<file path="config.mk">
export PLATFORM = sky130hd
export DESIGN_NAME = sparse_voxel_chunk_store_flat
export DESIGN_NICKNAME = d
export VERILOG_FILES = /design/src/hdl/svcs_pkg.sv /design/src/hdl/svcs_in_if.sv /design/src/hdl/svcs_out_if.sv /design/src/hdl/sparse_voxel_chunk_store.sv /design/src/flat_wrapper.sv
export SDC_FILE = /design/constraint.sdc
export NUM_CORES = 2
export LEC_CHECK = 0
export ABC_AREA = 1
export BUFFER_PORTS_ARGS = -buffer_cell sky130_fd_sc_hd__buf_2
export CORE_ASPECT_RATIO = 1.1
export CORE_MARGIN = 2
export CORE_UTILIZATION = 35
export DETAILED_ROUTE_END_ITERATION = 7
export PLACE_DENSITY = 0.48
export SYNTH_ARGS = -nofsm -noshare
export SYNTH_HDL_FRONTEND = slang
export SYNTH_SLANG_ARGS = --single-unit
</file>
<file path="constraint.sdc">
create_clock -name clk -period 6.48 [get_ports clk]
set_input_delay 0.972 -clock clk [delete_from_list [all_inputs] [get_ports clk]]
set_output_delay 0.972 -clock clk [all_outputs]
set_load 0.05 [all_outputs]
</file>
<file path="src/hdl/svcs_pkg.sv">
`default_nettype none

package svcs_pkg;

  localparam int CHUNK_SLOTS = 64;
  // chunk edge is taken as a power of two, so floor division is an arithmetic shift
  localparam int CHUNK_EDGE  = 16;

  localparam int POS_W      = 20;
  localparam int EDGE_W     = $clog2(CHUNK_EDGE);
  localparam int CCOORD_W   = POS_W - EDGE_W;
  localparam int TAG_W      = 3 * CCOORD_W;
  localparam int SLOT_W     = (CHUNK_SLOTS > 1) ? $clog2(CHUNK_SLOTS) : 1;
  localparam int CNT_W      = $clog2(CHUNK_SLOTS + 1);
  localparam int CELL_W     = 3 * EDGE_W;

  // voxel store is organized as rows of ROW_BITS bits
  localparam int ROW_SEL_W  = (CELL_W > 8) ? 8 : CELL_W - 1;
  localparam int ROW_BITS   = 1 << ROW_SEL_W;
  localparam int ROW_AW     = CELL_W - ROW_SEL_W;
  localparam int ROWS_PER_CHUNK = 1 << ROW_AW;
  localparam int VOX_AW     = SLOT_W + ROW_AW;
  localparam int VOX_DEPTH  = CHUNK_SLOTS * ROWS_PER_CHUNK;

  localparam int OUTCOME_W  = 2;
  localparam int SLOT_OUT_W = 6;
  localparam int CELL_OUT_W = 12;

  typedef enum logic [OUTCOME_W-1:0] {
    OUT_EXIST = 2'd0,
    OUT_ALLOC = 2'd1,
    OUT_FULL  = 2'd2
  } outcome_t;

  localparam logic KIND_SET = 1'b0;

endpackage

`default_nettype wire

</file>
<file path="src/hdl/svcs_in_if.sv">
`default_nettype none

interface svcs_in_if import svcs_pkg::*; ();
  logic                    valid;
  logic                    ready;
  logic                    kind;
  logic signed [POS_W-1:0] pos_x;
  logic signed [POS_W-1:0] pos_y;
  logic signed [POS_W-1:0] pos_z;

  modport source (output valid, kind, pos_x, pos_y, pos_z, input ready);
  modport sink   (input valid, kind, pos_x, pos_y, pos_z, output ready);
endinterface

`default_nettype wire

</file>
<file path="src/hdl/svcs_out_if.sv">
`default_nettype none

interface svcs_out_if import svcs_pkg::*; ();
  logic                  valid;
  logic                  ready;
  logic [OUTCOME_W-1:0]  outcome;
  logic [SLOT_OUT_W-1:0] slot;
  logic [CELL_OUT_W-1:0] cell_index;

  modport source (output valid, outcome, slot, cell_index, input ready);
  modport sink   (input valid, outcome, slot, cell_index, output ready);
endinterface

`default_nettype wire

</file>
<file path="src/hdl/sparse_voxel_chunk_store.sv">
// a hit scans the tag table up to its slot, then reads the voxel row, writes it back and
// loads the output register; a miss scans every used slot, clears the new chunk at one
// 256-bit row a cycle, then does the same; a full-table drop ends after the scan
// throughput: one request at a time, set by the one-compare-per-cycle tag scan
// reset: synchronous active low rst_n empties the chunk table and the output register
`default_nettype none

module sparse_voxel_chunk_store import svcs_pkg::*; (
  input  wire        clk,
  input  wire        rst_n,
  svcs_in_if.sink    in_ch,
  svcs_out_if.source out_ch
);

  typedef enum logic [5:0] {
    S_IDLE   = 6'b000001,
    S_SCAN   = 6'b000010,
    S_CLEAR  = 6'b000100,
    S_VREAD  = 6'b001000,
    S_VWRITE = 6'b010000,
    S_EMIT   = 6'b100000
  } state_t;

  state_t              state_r, state_nxt;
  logic [CNT_W-1:0]    used_r, used_nxt;
  logic [CNT_W-1:0]    idx_r, idx_nxt;
  logic                chk_r, chk_nxt;
  logic [SLOT_W-1:0]   chk_idx_r, chk_idx_nxt;
  logic [SLOT_W-1:0]   slot_r, slot_nxt;
  outcome_t            outcome_r, outcome_nxt;
  logic [ROW_AW-1:0]   row_cnt_r, row_cnt_nxt;
  logic                out_valid_r, out_valid_nxt;

  logic                kind_r;
  logic [TAG_W-1:0]    key_r;
  logic [CELL_W-1:0]   cell_r;
  logic [TAG_W-1:0]    tag_q_r;
  logic [ROW_BITS-1:0] vox_q_r;
  logic [OUTCOME_W-1:0]  out_outcome_r;
  logic [SLOT_OUT_W-1:0] out_slot_r;
  logic [CELL_OUT_W-1:0] out_cell_r;

  logic [TAG_W-1:0]    tag_mem [CHUNK_SLOTS];
  logic [ROW_BITS-1:0] vox_mem [VOX_DEPTH];

  logic                in_xfer;
  logic                hit;
  logic                issue;
  logic                tag_re;
  logic                tag_we;
  logic                vox_re;
  logic                vox_we;
  logic [VOX_AW-1:0]   vox_addr;
  logic [ROW_BITS-1:0] vox_wdata;
  logic                load_out;
  logic [TAG_W-1:0]    key_in;
  logic [CELL_W-1:0]   cell_in;

  assign in_ch.ready = (state_r == S_IDLE);
  assign in_xfer     = in_ch.valid && in_ch.ready;

  // floor split: high bits are the chunk coordinate, low bits the offset
  assign key_in  = {in_ch.pos_z[POS_W-1:EDGE_W], in_ch.pos_y[POS_W-1:EDGE_W],
                    in_ch.pos_x[POS_W-1:EDGE_W]};
  assign cell_in = {in_ch.pos_z[EDGE_W-1:0], in_ch.pos_y[EDGE_W-1:0],
                    in_ch.pos_x[EDGE_W-1:0]};

  // the shared tag comparator, one stored tag a cycle
  assign hit   = chk_r && (tag_q_r == key_r);
  assign issue = (idx_r < used_r);

  always_comb begin
    state_nxt     = state_r;
    used_nxt      = used_r;
    idx_nxt       = idx_r;
    chk_nxt       = chk_r;
    chk_idx_nxt   = chk_idx_r;
    slot_nxt      = slot_r;
    outcome_nxt   = outcome_r;
    row_cnt_nxt   = row_cnt_r;
    out_valid_nxt = out_valid_r;
    tag_re        = 1'b0;
    tag_we        = 1'b0;
    vox_re        = 1'b0;
    vox_we        = 1'b0;
    vox_addr      = {slot_r, cell_r[CELL_W-1:ROW_SEL_W]};
    vox_wdata     = vox_q_r;
    load_out      = 1'b0;

    if (out_ch.valid && out_ch.ready) begin
      out_valid_nxt = 1'b0;
    end

    case (state_r)
      S_IDLE: begin
        if (in_xfer) begin
          idx_nxt   = '0;
          chk_nxt   = 1'b0;
          state_nxt = S_SCAN;
        end
      end
      S_SCAN: begin
        if (hit) begin
          slot_nxt    = chk_idx_r;
          outcome_nxt = OUT_EXIST;
          state_nxt   = S_VREAD;
        end else if (!issue) begin
          if (used_r == CNT_W'(CHUNK_SLOTS)) begin
            slot_nxt    = '0;
            outcome_nxt = OUT_FULL;
            state_nxt   = S_EMIT;
          end else begin
            slot_nxt    = used_r[SLOT_W-1:0];
            outcome_nxt = OUT_ALLOC;
            tag_we      = 1'b1;
            used_nxt    = used_r + 1'b1;
            row_cnt_nxt = '0;
            state_nxt   = S_CLEAR;
          end
        end else begin
          tag_re      = 1'b1;
          chk_nxt     = 1'b1;
          chk_idx_nxt = idx_r[SLOT_W-1:0];
          idx_nxt     = idx_r + 1'b1;
        end
      end
      S_CLEAR: begin
        vox_we      = 1'b1;
        vox_addr    = {slot_r, row_cnt_r};
        vox_wdata   = '0;
        row_cnt_nxt = row_cnt_r + 1'b1;
        if (row_cnt_r == ROW_AW'(ROWS_PER_CHUNK - 1)) begin
          state_nxt = S_VREAD;
        end
      end
      S_VREAD: begin
        vox_re    = 1'b1;
        state_nxt = S_VWRITE;
      end
      S_VWRITE: begin
        vox_we = 1'b1;
        vox_wdata[cell_r[ROW_SEL_W-1:0]] = (kind_r == KIND_SET);
        state_nxt = S_EMIT;
      end
      S_EMIT: begin
        if (!out_valid_r || out_ch.ready) begin
          load_out      = 1'b1;
          out_valid_nxt = 1'b1;
          state_nxt     = S_IDLE;
        end
      end
      default: begin
        state_nxt = S_IDLE;
      end
    endcase
  end

  always_ff @(posedge clk) begin
    if (!rst_n) begin
      state_r     <= S_IDLE;
      used_r      <= '0;
      idx_r       <= '0;
      chk_r       <= 1'b0;
      chk_idx_r   <= '0;
      slot_r      <= '0;
      outcome_r   <= OUT_EXIST;
      row_cnt_r   <= '0;
      out_valid_r <= 1'b0;
    end else begin
      state_r     <= state_nxt;
      used_r      <= used_nxt;
      idx_r       <= idx_nxt;
      chk_r       <= chk_nxt;
      chk_idx_r   <= chk_idx_nxt;
      slot_r      <= slot_nxt;
      outcome_r   <= outcome_nxt;
      row_cnt_r   <= row_cnt_nxt;
      out_valid_r <= out_valid_nxt;
    end
  end

  always_ff @(posedge clk) begin
    if (in_xfer) begin
      kind_r <= in_ch.kind;
      key_r  <= key_in;
      cell_r <= cell_in;
    end
    if (load_out) begin
      out_outcome_r <= outcome_r;
      out_slot_r    <= SLOT_OUT_W'(slot_r);
      out_cell_r    <= CELL_OUT_W'(cell_r);
    end
  end

  // chunk tag table
  always_ff @(posedge clk) begin
    if (tag_we) begin
      tag_mem[slot_nxt] <= key_r;
    end
    if (tag_re) begin
      tag_q_r <= tag_mem[idx_r[SLOT_W-1:0]];
    end
  end

  // voxel rows, read-modify-write of one bit
  always_ff @(posedge clk) begin
    if (vox_we) begin
      vox_mem[vox_addr] <= vox_wdata;
    end
    if (vox_re) begin
      vox_q_r <= vox_mem[vox_addr];
    end
  end

  assign out_ch.valid      = out_valid_r;
  assign out_ch.outcome    = out_outcome_r;
  assign out_ch.slot       = out_slot_r;
  assign out_ch.cell_index = out_cell_r;

endmodule

`default_nettype wire

</file>
<file path="src/flat_wrapper.sv">
// flat-port wrapper written by rule: the top's interface ports become plain ports
module sparse_voxel_chunk_store_flat import svcs_pkg::*;
  (clk, rst_n, in_ch_valid, in_ch_kind, in_ch_pos_x, in_ch_pos_y, in_ch_pos_z, in_ch_ready, out_ch_valid, out_ch_outcome, out_ch_slot, out_ch_cell_index, out_ch_ready);
  svcs_in_if in_ch_i ();
  svcs_out_if out_ch_i ();
  input  wire clk;
  input  wire rst_n;
  input wire logic [$bits(in_ch_i.valid)-1:0] in_ch_valid;
  input wire logic [$bits(in_ch_i.kind)-1:0] in_ch_kind;
  input wire logic [$bits(in_ch_i.pos_x)-1:0] in_ch_pos_x;
  input wire logic [$bits(in_ch_i.pos_y)-1:0] in_ch_pos_y;
  input wire logic [$bits(in_ch_i.pos_z)-1:0] in_ch_pos_z;
  output wire logic [$bits(in_ch_i.ready)-1:0] in_ch_ready;
  output wire logic [$bits(out_ch_i.valid)-1:0] out_ch_valid;
  output wire logic [$bits(out_ch_i.outcome)-1:0] out_ch_outcome;
  output wire logic [$bits(out_ch_i.slot)-1:0] out_ch_slot;
  output wire logic [$bits(out_ch_i.cell_index)-1:0] out_ch_cell_index;
  input wire logic [$bits(out_ch_i.ready)-1:0] out_ch_ready;
  assign in_ch_i.valid = in_ch_valid;
  assign in_ch_i.kind = in_ch_kind;
  assign in_ch_i.pos_x = in_ch_pos_x;
  assign in_ch_i.pos_y = in_ch_pos_y;
  assign in_ch_i.pos_z = in_ch_pos_z;
  assign in_ch_ready = in_ch_i.ready;
  assign out_ch_valid = out_ch_i.valid;
  assign out_ch_outcome = out_ch_i.outcome;
  assign out_ch_slot = out_ch_i.slot;
  assign out_ch_cell_index = out_ch_i.cell_index;
  assign out_ch_i.ready = out_ch_ready;
  sparse_voxel_chunk_store u_core (.clk(clk), .rst_n(rst_n), .in_ch(in_ch_i), .out_ch(out_ch_i));
endmodule
</file>
==> results.md <==
- Syn_area_per_cell: 13.1 sq um
- CP Buf/Inv Count: 4
- CTS sink cnt: 3240
- Num ports: 87
- Num CTS Buffers: 338
- Post-route DRC: 0
- Root Driver: clkbuf_16
- Synthesis Warnings: 0
- WHS: 0.262 ns
- Critical path endpoint category: register
- CTS tree: built
- Class of the worst hold path: input pin to register
- Initial antenna violation count: 38
- Die Y: 636 um
- Share of cells above drive strength 1: 0.0957
- HPWL after DPL: 233000 um
- Final worst-path cycle share: 0.786
- Total Die Area: 369000 sq um
- Worst path cell trace: buf_4, inv_1, nand2_1, nand2_1, nor2_1, nand2_1, nor2_1, nand2_1, nor2_4, nand3_2, nand3_1, nand3_1, inv_1, nand3_2, nor2_4, buf_4
- Starting Density: 0.351
- Total GRT Usage: 0.225
- Port bufs: 85
- Synth Instances: 9738
- Final core occ: 0.399
- CTS Hold Bufs: 0
- Cell variety after synth: 40
- Crit Path Class: register to register
- Synth Flop Type: edfxtp_1
- Slowest-stage cell, CP: nor2_4
- First-pass iteration count of the detailed router: 6
- Slew Limit Fails: 0
- First-pass GRT wire length: 600000 um
- Nets: 9842
- Skew-Pair Late Insertion Delay: 0.89 ns
- # resized after CTS: 0
- Number of global-route vias before repair: 80000
- Routed Antenna Nets: 0
- WL per Instance: 28.7 um
- Max FO, Critical Path: 66
- Max stage delay on crit path: 0.84 ns
- Most common cell after layout, fill and taps aside: edfxtp_1
- Endpoints failing hold: 0
- Delay-heaviest family, CP: simple AND/OR/NAND/NOR gates
- Final critical-path required period: 5.09 ns
- GPL Wtd Cong: 0.832
- Worst Max-Slew Pin Slew: 1.27 ns
- Core area: 363000 sq um
- PwrDens: 308 nW/um^2
- Crit path top cell by count: nand2_1
- Fmax achieved: 0.196 GHz
- Ys async rst share: 0
- Max_slew headroom: 0.148
- Largest net degree at the start of global routing: 178
- Leakage: 0.0470 uW
- Fraction of the yosys area taken by sequential cells: 0.761
- Type of origin of the critical path: register
- Clock transition at the registers of the reported paths: 0.06 ns
- Total Routed Length: 426000 um
- Site Rows: 232
- Routed vias: 82800
- Remaining Overflow, GRT: 0
- Area leader, netlist: edfxtp_1
- Register bit total from synthesis: 3240
- Final Setup Violations: 0
- Status: finished clean
- Initial DRC count: 9187
- # Max-Cap Violations: 0
- Via density: 5.58
- Synth top area share: 0.755
- Setup TNS: 0 ns
- RSZ-0062 raised after global routing: no
- Htree depth: 5
- Post-synth EDFFs: 3200
- Net Count, Synth: 9813
- Most frequent cells in the layout: edfxtp_1, nor2_1, o21ai_0, o22ai_1, nand2_1
- Die width: 579 um
- Synth Cell Area: 127000 sq um
- Largest vdd supply drop: 0.183 mV
- Total setup buffers inserted after CTS: 0
- CP Data Required Time: 7.04 ns
- Skew final: 0.0317 ns
- Bufs on Longest Clock Path: 4
- Area contributors post-synth: edfxtp_1, o21ai_0, nor2_1
- Syn-to-layout area delta: 13.8%
- Worst path arrival time: 5.65 ns
-- area by class of cell --
cell class	instances	area, sq um
sequential	3240	96900
inverter	147	587
antenna	27	67.6
clock inverter	181	1450
fill	33700	218000
multi-input combinational	5668	27400
timing repair buffer	372	3430
tap	4797	6000
clock buffer	416	8980
-- per-stage QoR --
stage | area (sq um) | cells | power [uW] | setup WS (ns)
final | 145000 | 14800 | 44600 | 1.39
after global routing | 145000 | 14800 | 45800 | 1.10
after global placement | 134000 | 14200 | 26200 | 1.41
after CTS | 145000 | 14800 | 44900 | 1.45
after floorplan | 127000 | 9738 | 25200 | 0.494
after detailed placement | 134000 | 14200 | 26300 | 1.46
-- worst paths after layout --
path	from	endpoint	slack (ns)	cells past startpoint
min reg2reg	u_core.cell_r[1]$_DFFE_PP_	u_core.out_ch.cell_index[1]$_DFFE_PP_	0.42	0
max	u_core.key_r[1]$_DFFE_PP_	u_core.tag_mem[4][18]$_DFFE_PP_	1.39	16
min	in_ch_pos_x[12]	u_core.key_r[8]$_DFFE_PP_	0.26	1
max reg2reg	u_core.key_r[1]$_DFFE_PP_	u_core.tag_mem[4][18]$_DFFE_PP_	1.39	16
-- cell families (layout without fill, tap and decap cells) --
kind of cell / count (synthesis) / count (layout) / synth area share
flops: 3240 / 3240 / 0.761
compound gates: 3017 / 3017 / 0.129
simple gates: 2624 / 2624 / 0.0805
buf+inv: 830 / 1116 / 0.0275
xor+xnor: 17 / 17 / 0.00117
fa+ha+maj: 10 / 10 / 0.000983
other cells: 0 / 27 / 0
-- Yosys cell counts, types with 2 or more instances --
cell and instances:
nand2_1 465, nand4_1 12, nor4_1 3, dfxtp_1 40, o31ai_1 18, xor2_1 9
nand3_4 3, a21oi_1 102, nor2_4 6, inv_1 136, o221ai_1 3, clkbuf_1 439
a211oi_1 2, nand3b_1 4, or2_2 5, buf_2 192, o21ai_1 153, inv_2 10
ha_1 10, nor2_1 2035, nand3_2 15, o211ai_1 5, o21ai_0 1783, buf_1 19
a21boi_0 2, edfxtp_1 3200, nor2_2 3, xnor2_1 8, o22ai_1 948, buf_4 26
buf_6 7, nand3_1 42, nand2_2 7, nor3_1 20
-- power breakdown --
| part | switching, uW | total, uW | internal (uW) |
|---|---|---|---|
| Combinational | 1720 | 2010 | 291 |
| Clock | 8070 | 18800 | 10700 |
| Sequential | 58.5 | 23800 | 23800 |
-- sequential cells by signal, indices dropped and copies added, names as in the netlist, 2 cells and up --
name	flops
u_core.out_ch.cell_index	12
u_core.row_cnt_r	4
u_core.out_ch.outcome	2
u_core.state_r	6
u_core.idx_r	7
u_core.slot_r	6
u_core.used_r	7
u_core.key_r	48
u_core.tag_q_r	48
u_core.cell_r	12
u_core.outcome_r	2
u_core.tag_mem	3072
u_core.chk_idx_r	6
u_core.out_ch.slot	6
-- layer usage --
layer	vias to the layer above	global-route usage	part of all wire
li1	36300	-	-
met1	42800	0.298	0.41
met2	3133	0.378	0.49
met3	633	0.0289	0.061
met4	10	0.0820	0.038
met5	-	0	0.00013
Note: power is estimated with default switching activity, not from simulation.
